## config.mk

```make
export PLATFORM = sky130hd
export DESIGN_NAME = wmti_norm
export DESIGN_NICKNAME = d
export VERILOG_FILES = /design/src/design/wmti_pkg.sv /design/src/design/wmti_norm.sv
export SDC_FILE = /design/constraint.sdc
export NUM_CORES = 1
export LEC_CHECK = 0
export ABC_AREA = 1
export ABC_CLOCK_PERIOD_IN_PS = 5600
export BUFFER_PORTS_ARGS = -buffer_cell sky130_fd_sc_hd__buf_2
export CORE_MARGIN = 2
export CORE_UTILIZATION = 53
export DETAILED_ROUTE_END_ITERATION = 8
export PLACE_DENSITY = 0.75
export SLEW_MARGIN = 15
export SYNTH_ARGS = -nofsm -noshare
export SYNTH_HDL_FRONTEND = slang
export SYNTH_SLANG_ARGS = --single-unit
```

## constraint.sdc

```tcl
create_clock -name clk -period 5.6 [get_ports clk]
set_input_delay 1.12 -clock clk [delete_from_list [all_inputs] [get_ports clk]]
set_output_delay 1.12 -clock clk [all_outputs]
set_load 0.005 [all_outputs]
```

## src/design/wmti_pkg.sv

```systemverilog
// Shared types, widths and constant tables for the web Mercator tile index core.
// Depends on nothing; every other design file but wmti_if refers to it by scoped names.
package wmti_pkg;

  // Saturation decision for one tile index.
  typedef enum logic [1:0] {
    SAT_NONE = 2'd0,
    SAT_LOW  = 2'd1,
    SAT_HIGH = 2'd2
  } sat_t;

  // Control that travels with every item through the pipeline.
  typedef struct packed {
    logic [4:0] zoom;
    sat_t       col_sat;
    sat_t       row_sat;
  } ctrl_t;

  localparam int CORDIC_STEPS = 40;
  localparam int LOG_STEPS    = 32;
  localparam int XW           = 43;  // CORDIC x, y and angle width, signed
  localparam int UW           = 42;  // positive CORDIC output as unsigned
  localparam int PW           = 6;   // bit position of the leading one
  localparam int MW           = 32;  // log mantissa and fraction width

  // Restoring division, used only while elaborating the constants below.
  function automatic logic [63:0] udiv(input logic [63:0] a, input logic [63:0] b);
    logic [63:0] q;
    logic [63:0] r;
    q = '0;
    r = '0;
    for (int i = 63; i >= 0; i--) begin
      r = {r[62:0], a[i]};
      q = {q[62:0], 1'b0};
      if (r >= b) begin
        r    = r - b;
        q[0] = 1'b1;
      end
    end
    return q;
  endfunction

  // Arctangent of 2^-i in Q62 by its power series.
  function automatic logic [63:0] atan_pow2_q62(input int i);
    logic [63:0] sum;
    logic [63:0] t;
    int          e;
    sum = '0;
    e   = 62 - i;
    for (int k = 0; k < 64; k++) begin
      if (e >= 0) begin
        t = udiv(64'd1 << e, 64'(2 * k + 1));
        if ((k & 1) == 1) sum = sum - t;
        else sum = sum + t;
        e = e - 2 * i;
      end
    end
    return sum;
  endfunction

  // Arctangent of 1/3 in Q62.
  function automatic logic [63:0] atan_third_q62();
    logic [63:0] sum;
    logic [63:0] p;
    logic [63:0] t;
    sum = '0;
    p   = udiv(64'd1 << 62, 64'd3);
    for (int k = 0; k < 64; k++) begin
      if (p != 0) begin
        t = udiv(p, 64'(2 * k + 1));
        if ((k & 1) == 1) sum = sum - t;
        else sum = sum + t;
        p = udiv(p, 64'd9);
      end
    end
    return sum;
  endfunction

  // Natural log of two in Q62.
  function automatic logic [63:0] ln2_q62();
    logic [63:0] sum;
    sum = '0;
    for (int k = 1; k <= 62; k++) begin
      sum = sum + udiv(64'd1 << (62 - k), 64'(k));
    end
    return sum;
  endfunction

  // floor(a * 2^n / b) for a below b.
  function automatic logic [63:0] div_frac(input logic [63:0] a, input logic [63:0] b,
                                           input int n);
    logic [63:0] r;
    logic [63:0] q;
    r = a;
    q = '0;
    for (int i = 0; i < 64; i++) begin
      if (i < n) begin
        r = {r[62:0], 1'b0};
        q = {q[62:0], 1'b0};
        if (r >= b) begin
          r    = r - b;
          q[0] = 1'b1;
        end
      end
    end
    return q;
  endfunction

  localparam logic [63:0] QUARTER_PI = atan_pow2_q62(1) + atan_third_q62();
  localparam logic [63:0] FULL_PI    = {QUARTER_PI[61:0], 2'b00};
  localparam logic [63:0] ATAN0      = (QUARTER_PI + (64'd1 << 21)) >> 22;
  localparam logic [63:0] DEG_SCALE  = (udiv(FULL_PI, 64'd360) + (64'd1 << 23)) >> 24;
  localparam logic [63:0] LOG_SCALE  = div_frac(ln2_q62() >> 1, FULL_PI >> 1, 30);

  // CORDIC rotation angle of step i in Q40, rounded to nearest.
  function automatic logic [63:0] atan_q40(input int i);
    logic [63:0] v;
    if (i == 0) v = QUARTER_PI;
    else v = atan_pow2_q62(i);
    return (v + (64'd1 << 21)) >> 22;
  endfunction

endpackage

```

## src/design/wmti_norm.sv

```systemverilog
// Near-pole checks, leading-one search and mantissa normalization for both log lanes.
// Two register stages. Depends on wmti_pkg.
module wmti_norm #(
  parameter int QW = 24
) (
  input  logic                           clk,
  input  logic                           rst_n,
  input  logic                           adv,
  input  logic                           vld_i,
  input  wmti_pkg::ctrl_t                ctrl_i,
  input  logic signed [wmti_pkg::XW-1:0] x_i,
  input  logic signed [wmti_pkg::XW-1:0] y_i,
  input  logic        [QW-1:0]           q_i,
  output logic                           vld_o,
  output wmti_pkg::ctrl_t                ctrl_o,
  output logic        [wmti_pkg::MW-1:0] mx_o,
  output logic        [wmti_pkg::MW-1:0] my_o,
  output logic        [wmti_pkg::PW-1:0] px_o,
  output logic        [wmti_pkg::PW-1:0] py_o,
  output logic        [QW-1:0]           q_o
);

  localparam int UW = wmti_pkg::UW;
  localparam int PW = wmti_pkg::PW;
  localparam int MW = wmti_pkg::MW;

  logic            vlda_r, vldb_r;
  wmti_pkg::ctrl_t ctrla_nxt, ctrla_r, ctrlb_r;
  logic [UW-1:0]   ux_r, uy_r;
  logic [PW-1:0]   px_nxt, py_nxt, pxa_r, pya_r, pxb_r, pyb_r;
  logic [MW-1:0]   mx_nxt, my_nxt, mx_r, my_r;
  logic [QW-1:0]   qa_r, qb_r;

  // Position of the most significant set bit, zero for zero.
  function automatic logic [PW-1:0] lead_pos(input logic [UW-1:0] u);
    logic [PW-1:0] p;
    p = '0;
    for (int i = 0; i < UW; i++) begin
      if (u[i]) p = PW'(i);
    end
    return p;
  endfunction

  // Bring the leading one to bit 31.
  function automatic logic [MW-1:0] norm_mant(input logic [UW-1:0] u, input logic [PW-1:0] p);
    logic [MW-1:0] m;
    if (p >= PW'(31)) m = MW'(u >> (p - PW'(31)));
    else m = MW'(u << (PW'(31) - p));
    return m;
  endfunction

  // Stage A: a rotation that leaves x or y non-positive saturates the row.
  always_comb begin
    ctrla_nxt = ctrl_i;
    if (ctrl_i.row_sat == wmti_pkg::SAT_NONE) begin
      if (x_i <= 0) ctrla_nxt.row_sat = wmti_pkg::SAT_LOW;
      else if (y_i <= 0) ctrla_nxt.row_sat = wmti_pkg::SAT_HIGH;
    end
  end

  assign px_nxt = lead_pos(x_i[UW-1:0]);
  assign py_nxt = lead_pos(y_i[UW-1:0]);

  // Stage B: normalized mantissas in Q31.
  assign mx_nxt = norm_mant(ux_r, pxa_r);
  assign my_nxt = norm_mant(uy_r, pya_r);

  always_ff @(posedge clk) begin
    if (!rst_n) begin
      vlda_r <= 1'b0;
      vldb_r <= 1'b0;
    end else if (adv) begin
      vlda_r <= vld_i;
      vldb_r <= vlda_r;
    end
  end

  always_ff @(posedge clk) begin
    if (adv) begin
      ctrla_r <= ctrla_nxt;
      ux_r    <= x_i[UW-1:0];
      uy_r    <= y_i[UW-1:0];
      pxa_r   <= px_nxt;
      pya_r   <= py_nxt;
      qa_r    <= q_i;
      ctrlb_r <= ctrla_r;
      mx_r    <= mx_nxt;
      my_r    <= my_nxt;
      pxb_r   <= pxa_r;
      pyb_r   <= pya_r;
      qb_r    <= qa_r;
    end
  end

  assign vld_o  = vldb_r;
  assign ctrl_o = ctrlb_r;
  assign mx_o   = mx_r;
  assign my_o   = my_r;
  assign px_o   = pxb_r;
  assign py_o   = pyb_r;
  assign q_o    = qb_r;

endmodule

```

After elaboration in Yosys (flattened, before gate mapping) --
Index checks and enable logic that the tools add are counted.
Word-level totals: word-level logic and storage cells 124, input bits 123, register bits after elaboration 240
Operators by class: $add $sub $neg 4, shift-type cells 4, order comparisons 4, reductions and logical operators 5, mux-type cells 85
Operators with widths (number):
- $mux 6 | 60
- $le 43x1->1 const B | 2
- $shl 42x6->32 | 2
- $shr 42x6->32 | 2
- $mux 32 | 2
- $mux 4 | 16
- $reduce_or 10->1 | 2
- $ge 6x5->1 const B | 2
- $sub 5x6->6 const A | 2
- $sub 6x5->6 const B | 2
- $mux 2 | 3
- $mux 1 | 4
- $reduce_or 2->1 | 2
- $logic_not 2->1 | 1

Logic depth before layout (Yosys ltp) --
Gate-level depths: netlist of the first run.
word-level depth 40, depth in mapped cells 41, mapped depth without buffers 41

Least setup slack after synthesis of the first run --
No wires, ideal clock.
kind input to register, start point input port x_i[2] (netlist bit), end point register pxa_r[0] (data pin), required time 5.348 ns, arrival time 2.808 ns, library setup time 0.252 ns, path buffers 0, stages 41, slack 2.540 ns, path through inv_1 nand2_1 nand2_1 nand2_1 nand2_1 nand2_1 nand2_1 nand2_1 nand2_1 nand2_1 nand2_1 nand2_1 nand2_1 nand2_1 nand2_1 nand2_1 nand2_1 nand2_1 [... 5 more ...] nand2_1 nand2_1 nand2_1 nand2_1 nand2_1 nand2_1 nand2_1 nand2_1 nand2_1 nand2_1 nand2_1 nand2_1 nand2_1 nand2_1 nand2_1 nand2_1 nand2_1 nand2_1
Between the ends: longest elaborated chain between the ends 39
Ends and longest elaborated chain:
- from (decl) | line wmti_norm.sv:11 | input logic signed [wmti_pkg::XW-1:0] x_i,
- $mux 6 (30 in series) | line wmti_norm.sv:39 | if (u[i]) p = PW'(i);
- $mux 4 (8 in series) | line wmti_norm.sv:39
- $mux 1 | line wmti_norm.sv:39
- to (signal assigned) | line wmti_norm.sv:83 | pxa_r <= px_nxt;
- to (decl) | line wmti_norm.sv:30 | logic [PW-1:0] px_nxt, py_nxt, pxa_r, pya_r, pxb_r, pyb_r;
Every way passes these cells. A chain may end at the register's enable or synchronous reset.

Final worst setup path of the first run --
start point register pxa_r[1], end point register mx_r[13], in the netlist mx_o[13] (data pin)
Between the ends: longest elaborated chain between the ends 3
Ends and longest elaborated chain:
- $sub 5x6->6 or $sub 6x5->6 (tied branches) | line wmti_norm.sv:48, wmti_norm.sv:47
- $shl 42x6->32 or $shr 42x6->32 (tied branches) | line wmti_norm.sv:48, wmti_norm.sv:47
- $mux 32 (*) | line wmti_norm.sv:47 | if (p >= PW'(31)) m = MW'(u >> (p - PW'(31)));
- named net mx_nxt[13] | line wmti_norm.sv:31 | logic [MW-1:0] mx_nxt, my_nxt, mx_r, my_r;
- to (signal assigned) | line wmti_norm.sv:87 | mx_r <= mx_nxt;
- to (decl) | line wmti_norm.sv:31
The timed path passes the listed nets; every way through them passes the cells marked *.

==> flow_summary.toml, run 1 <==
[timing]
finClkSkew_ns = 0.0140
finalSetupViolations = 0
hold_viol = 0
period_share_pct = 70.1
post-route-min-period_ns = 3.93
finalSetupTns_ns = 0
rsz0062_at_grt = "false"
timing_worst_slew_pin_value_ns = 1.08
max_slew_margin_pct = 27.3
max_freq_mhz = 255
setup_slack_ns = 1.67
slew_viol_final = 0

[place]
place_congestion = 1.01
dp_hpwl_um = 39500
numPortBuffers = 232
dp_slack_ns = 1.73

[detailed_routing]
post_drt_wl_per_cell_um = 19.5
route.vias.total = 15100
firstDrtPassIters = 5
via_per_inst = 5.75
drc = 0
antenna_left = 0
drt_iter0_markers = 2114
routed_wl_um = 51500

[setup_path]
cp_data_arrival_time_ns = 4.23
end_kind = "flip-flop"
worst_path_max_delay_cell = "ha_1"
r2r_cells = 8
slowest_delay_ns = 1.04
r2r-start = "pxa_r[1]$_SDFFCE_PP0P_"
path_max_fanout = 42
reg2reg_slack_ns = 1.67
worst_setup_path_start_kind = "flip-flop"
crit_chain = "buf_4, ha_1, inv_1, mux2i_1, o21ai_0, nand2_1, o21ai_0, a221o_1"
worstSetupPathType = "reg -> reg"
r2r-end = "mx_o[13]$_DFFE_PP_"
cp_common_cell = "o21ai_0"
cp.required_ns = 5.90

[floorplan]
die_h_um = 175
std_cell_rows = 62
start_util_pct = 54.1
die_area_sq_um = 30700
die_w_um = 175
core-area_sq_um = 28800
io_pins = 233

[cts]
post_cts_buffers = 0
cts_tree = "yes"
cts.sinks = 240
cts.repair.resized = 0
cts.reportedPaths.clkPinSlew_ns = 0.06
clk-insertion-delay-late_ns = 0.56
cts_buffers = 27
cts-root-buf = "clkbuf_16"
cts_max_level = 1
cts_buffer_depth = 3
hold_buffers = 0

[yosys]
muxShareOfSynthArea_pct = 3.54
syn-num-nets = 2190
yosys.area_share.simple_pct = 22.1
ys_ff_latch = 240
syn-instance-count = 2065
synth_cell_type_count = 41
yosys_warnings = 0
ys.flop_type = "edfxtp_1"
ys_seq_area_share_pct = 46.2
synth_top_family_by_area = "simple AND/OR/NAND/NOR gates"
synthAdderAreaFrac_pct = 0.161
synth-compound-area-share_pct = 18.8
synthArstFlopShare_pct = 0
synth_area_sq_um = 15600
synthXorXnorAreaFrac_pct = 0.169
synth_edf_count = 238
syn_avg_cell_area_sq_um = 7.54

[global_routing]
grt-ovfl-total = 0
grt_usage_pct = 33.1
grt_max_degree = 95
grt_pass1_wl_um = 78600
antenna_found_initial = 0
grt_pass1_vias = 13500

[finish]
syn_to_final_growth_pct = 14.7
nNetsFinal = 2355
drive_gt1_share_pct = 14.4
diodes = 0

[min_path]
hold_start = "ctrla_r[2]$_DFFE_PP_"
min_delay_worst_endpoint = "ctrl_o[2]$_DFFE_PP_"
hold_path_depth = 0
hold_path_class = "reg -> reg"

[job]
cap_violations = 0

[power]
leakage_nw = 8.29
powerDensity_nw_per_um2 = 322
vdd_drop_max_v = 0.000374

[run_status]
status = "finished, final reports clean"
==> through the flow <==
step           std cells  total power [mW]  utilization [%]  area [sq um]  hold slack [ns]
6_report            2635              5.75             62.0         17900            0.412
5_1_grt             2635              6.00             62.0         17900            0.415
4_1_cts             2635              5.71             62.0         17900            0.413
3_5_place_dp        2585              3.87             58.8         16900            0.405
3_3_place_gp        2585              3.86             58.8         16900            0.401
2_1_floorplan       2065              3.27                -         15600            0.400
==> cell type report <==
cell class | count | area, sq um
clock inverters | 20 | 220
clock buffers | 30 | 707
repair buffers | 251 | 1330
fillers | 2619 | 10900
inverters | 253 | 977
well taps | 384 | 480
flip-flops and latches | 240 | 7190
multi-input cells | 1457 | 6960
==> cells by family after synthesis <==
kind of cell / count (synthesis)
xor gates and xnor gates: 3
AOI/OAI and AO/OA: 511
muxes: 55
DFF: 240
adders and majority gates: 2
and+or+nand+nor: 886
buffers and inverters: 368
==> how the worst max path moves through the flow <==
| stage | from | end | slack (ns) | cells past startpoint |
|---|---|---|---|---|
| finish | pxa_r[1]$_SDFFCE_PP0P_ | mx_o[13]$_DFFE_PP_ | 1.67 | 8 |
| global route | pxa_r[1]$_SDFFCE_PP0P_ | mx_o[6]$_DFFE_PP_ | 1.29 | 11 |
| CTS | pxa_r[1]$_SDFFCE_PP0P_ | mx_o[11]$_DFFE_PP_ | 1.74 | 8 |
| detailed placement | pxa_r[1]$_SDFFCE_PP0P_ | mx_o[11]$_DFFE_PP_ | 1.73 | 8 |
| global placement | pxa_r[1]$_SDFFCE_PP0P_ | mx_o[13]$_DFFE_PP_ | 1.83 | 8 |
| floorplan | x_i[2] | pxa_r[0]$_SDFFCE_PP1P_ | 2.54 | 41 |
==> cell usage in the layout, fill, tap and decap left out, types with 25 or more instances in the layout <==
cell,count
o21ai_1,26
nand3_1,66
nor2_1,170
a21oi_1,121
o21ai_0,240
inv_1,226
clkbuf_16,27
buf_2,231
edfxtp_1,238
nand2_1,637
mux2i_1,55
o221ai_1,28
o211ai_1,25
==> report_power, final <==
part	internal [mW]	leakage, nW	switching, mW
Clock	1.10	0.453	0.756
Sequential	2.17	2.38	0.0865
Combinational	0.489	5.46	1.15
Total	3.76	8.29	1.99
==> sequential cells by signal, summed over array words and instances, names as in the netlist, 6 cells and up <==
register and flops:
ux_r 42, uy_r 42, mx_o 32, my_o 32
q_o 24, qa_r 24, ctrl_o 9, ctrla_r 9
px_o 6, pxa_r 6, py_o 6, pya_r 6
==> per-layer routing <==
layer,wire length [um],GRT usage [%],vias to the layer above
li1,-,-,7264
met1,24100,52.2,6944
met2,20800,47.4,857
met3,5390,5.43,74
met4,1220,7.81,0
met5,0,0,-
==> critical path: cells and delay by family, from the launching register on <==
kind	cells	cell delay (ns)
adder cells (fa/ha/maj)	1	1.04
buffers and inverters	2	1.02
AO/OA/AOI/OAI	3	0.72
flip-flops	1	0.36
multiplexers	1	0.43
AND/OR/NAND/NOR	1	0.09
==> cell usage after synthesis (all sizes together), types with 11 or more instances <==
cell / n / area share (%)
o211ai: 25 / 1.2
clkbuf: 99 / 2.4
o2111ai: 11 / 0.62
buf: 16 / 0.43
a21oi: 121 / 3.9
o21ai: 266 / 8.6
inv: 248 / 6.0
nand3: 66 / 2.1
edfxtp: 238 / 46
nand2: 637 / 15
mux2i: 55 / 3.5
nor2: 171 / 4.1
o221ai: 28 / 1.6
Note: power is estimated with default switching activity, not from simulation.
==> run 2, diff against run 1 <==
- ABC_AREA: 1 -> 0
- ABC_CLOCK_PERIOD_IN_PS: 5600 -> 3200
- PLACE_DENSITY: 0.75 -> 0.78
- clock period: 5.6 -> 3.2 ns (I/O delays scaled with it)
==> run 2 against run 1 <==
Net effect:
- worst setup slack worse by 1.4 ns
- first-iteration DRC count is 0.90% lower
- synthesized area is 5.6% higher
- maximum frequency grew 32%
- total power is 85% higher
- critical path depth unchanged
- sequential share of layout area decreased by 2.5 points
==> flow_summary.toml, run 2 <==
[finish]
syn_to_final_growth_pct = 15.8
final_cell_mix = "edfxtp_1, buf_2, nand2_1, mux2i_1, nor2_1"
fin_util_pct = 62.2
nNetsFinal = 1818
fillers = 2469
stdcell_count = 2110
reg_top3 = "ux_r: 42 flops, uy_r: 42 flops"
drive_gt1_share_pct = 28.6
final_common_cell = "edfxtp_1"

[detailed_routing]
routed_wl_um = 58200
drc = 0
via_per_inst = 6.92
antenna_left = 0
drt_iter0_markers = 2095
post_drt_wl_per_cell_um = 27.6
route.vias.total = 14600
firstDrtPassIters = 6

[place]
numPortBuffers = 232
dp_hpwl_um = 44900
placedCellCount = 2062
place_congestion = 0.979

[timing]
finalSetupViolations = 0
max_freq_mhz = 337
hold_viol = 0
finalSetupTns_ns = 0
post-route-min-period_ns = 2.97
rsz0062_at_grt = "false"
finClkSkew_ns = 0.0226
period_share_pct = 92.7
timing_worst_slew_pin_value_ns = 0.858
slew_viol_final = 0
max_slew_margin_pct = 42.4

[floorplan]
die_area_sq_um = 32400
std_cell_rows = 64
die_h_um = 180
core-area_sq_um = 30600
io_pins = 233
start_util_pct = 53.7
die_w_um = 180

[global_routing]
grt_usage_pct = 35.2
grt_max_degree = 75
antenna_found_initial = 1
global_route.usage.met2_pct = 50.1
grt-ovfl-total = 0
use_met3_pct = 8.06
grt_pass1_wl_um = 87200
top_usage_layer = "met1"
grtUsageMet1_pct = 55.4
grt_pass1_vias = 13400

[yosys]
ys_top_cells_by_area = "edfxtp_1, mux4_2, mux2i_1, nand2_1, mux2_2"
synth_cell_type_count = 77
yosys_warnings = 0
synthArstFlopShare_pct = 0
ys_ff_latch = 240
yosysMostFrequentCell = "edfxtp_1"
synth_edf_count = 238
syn-num-nets = 1588
syn_avg_cell_area_sq_um = 11.2
syn-instance-count = 1463
yosys-top-cells-count = "edfxtp_1, nand2_1, mux2i_1, nor2_1, mux4_2"
synth_top_cell_by_area = "edfxtp_1"
ys_seq_area_share_pct = 43.7
ys.flop_type = "edfxtp_1"
synth_top_area_share_pct = 43.5
synth_area_sq_um = 16400

[cts]
cts.sinks = 240
cts_max_level = 1
cts-root-buf = "clkbuf_16"
clk-insertion-delay-late_ns = 0.56
cts.reportedPaths.clkPinSlew_ns = 0.07
cts_buffer_depth = 3
post_cts_buffers = 0
cts_tree = "yes"
cts_buffers = 25

[job]
cap_violations = 0

[power]
powerDensity_nw_per_um2 = 558
vdd_drop_max_v = 0.000533
leakage_nw = 7.36

[min_path]
hold_path_class = "in -> reg"

[setup_path]
cp.required_ns = 3.47
end_kind = "flip-flop"
path_max_fanout = 13
worst_setup_path_start_kind = "flip-flop"
cp_data_arrival_time_ns = 3.23
worstSetupPathType = "reg -> reg"

[run_status]
status = "finished, final reports clean"
==> run 2: worst paths after layout <==
check | startpoint | end | slack [ns] | cells after the start
min reg2reg | qa_r[21]$_DFFE_PP_ | q_o[21]$_DFFE_PP_ | 0.42 | 0
min | q_i[9] | qa_r[9]$_DFFE_PP_ | 0.25 | 1
max reg2reg | pxa_r[0]$_SDFFCE_PP1P_ | mx_o[24]$_DFFE_PP_ | 0.23 | 8
max | pxa_r[0]$_SDFFCE_PP1P_ | mx_o[24]$_DFFE_PP_ | 0.23 | 8
==> run 2: kinds of logic after synthesis <==
logic type,synth area share (%)
compound gates,15.2
flops,43.7
simple gates,12.1
mux,23.4
fa+ha+maj,0.152
buf+inv,4.20
xor+xnor,1.19
==> run 2: where the power goes <==
group / internal (mW) / switching (mW) / total [mW] / leakage [nW]
clock: 1.77 / 1.24 / 3.01 / 0.398
combinational: 1.42 / 2.11 / 3.54 / 4.59
sequential: 3.84 / 0.236 / 4.07 / 2.37
==> run 2: repair_timing <==
| item | in CTS | in global routing |
|---|---|---|
| hold buffers | 0 | 0 |
| resized for setup | 0 | 1 |
| endpoints found under the setup margin | 0 | 7 |
==> run 2: final cells by class <==
type,instances,area (sq um),area share [%]
Antenna cell,3,7.51,0.0395
Clock buffer,31,648,3.41
Clock inverter,14,194,1.02
Inverter,25,93.8,0.493
Multi-Input combinational cell,1095,8600,45.2
Sequential cell,240,7190,37.8
Tap cell,396,495,2.60
Timing Repair Buffer,306,1800,9.47
==> run 2: worst max-delay path: stages (launching register included) <==
cell and delay [ns]:
edfxtp_1 0.46, ha_2 0.42, buf_12 0.17, mux4_2 0.53, mux2i_1 0.42, buf_4 0.21, mux2i_1 0.09, a22oi_1 0.20
nand3_1 0.17
==> run 2: metrics by stage <==
step / hold WS (ns) / area, sq um / power, mW / setup slack, ns
after global routing: 0.249 / 19000 / 11.0 / 0.130
after detailed placement: 0.405 / 18200 / 7.53 / 0.0728
final: 0.253 / 19000 / 10.6 / 0.234
after global placement: 0.400 / 18200 / 7.51 / 0.164
after floorplan: 0.400 / 16400 / 6.20 / 0.653
after CTS: 0.251 / 19000 / 10.5 / 0.0586
==> run 2: per-layer routing <==
metal | wire [um] | up-vias
met2 | 24300 | 1082
met3 | 7360 | 106
met1 | 25300 | 7112
li1 | - | 6300
met5 | 0 | -
met4 | 1310 | 0
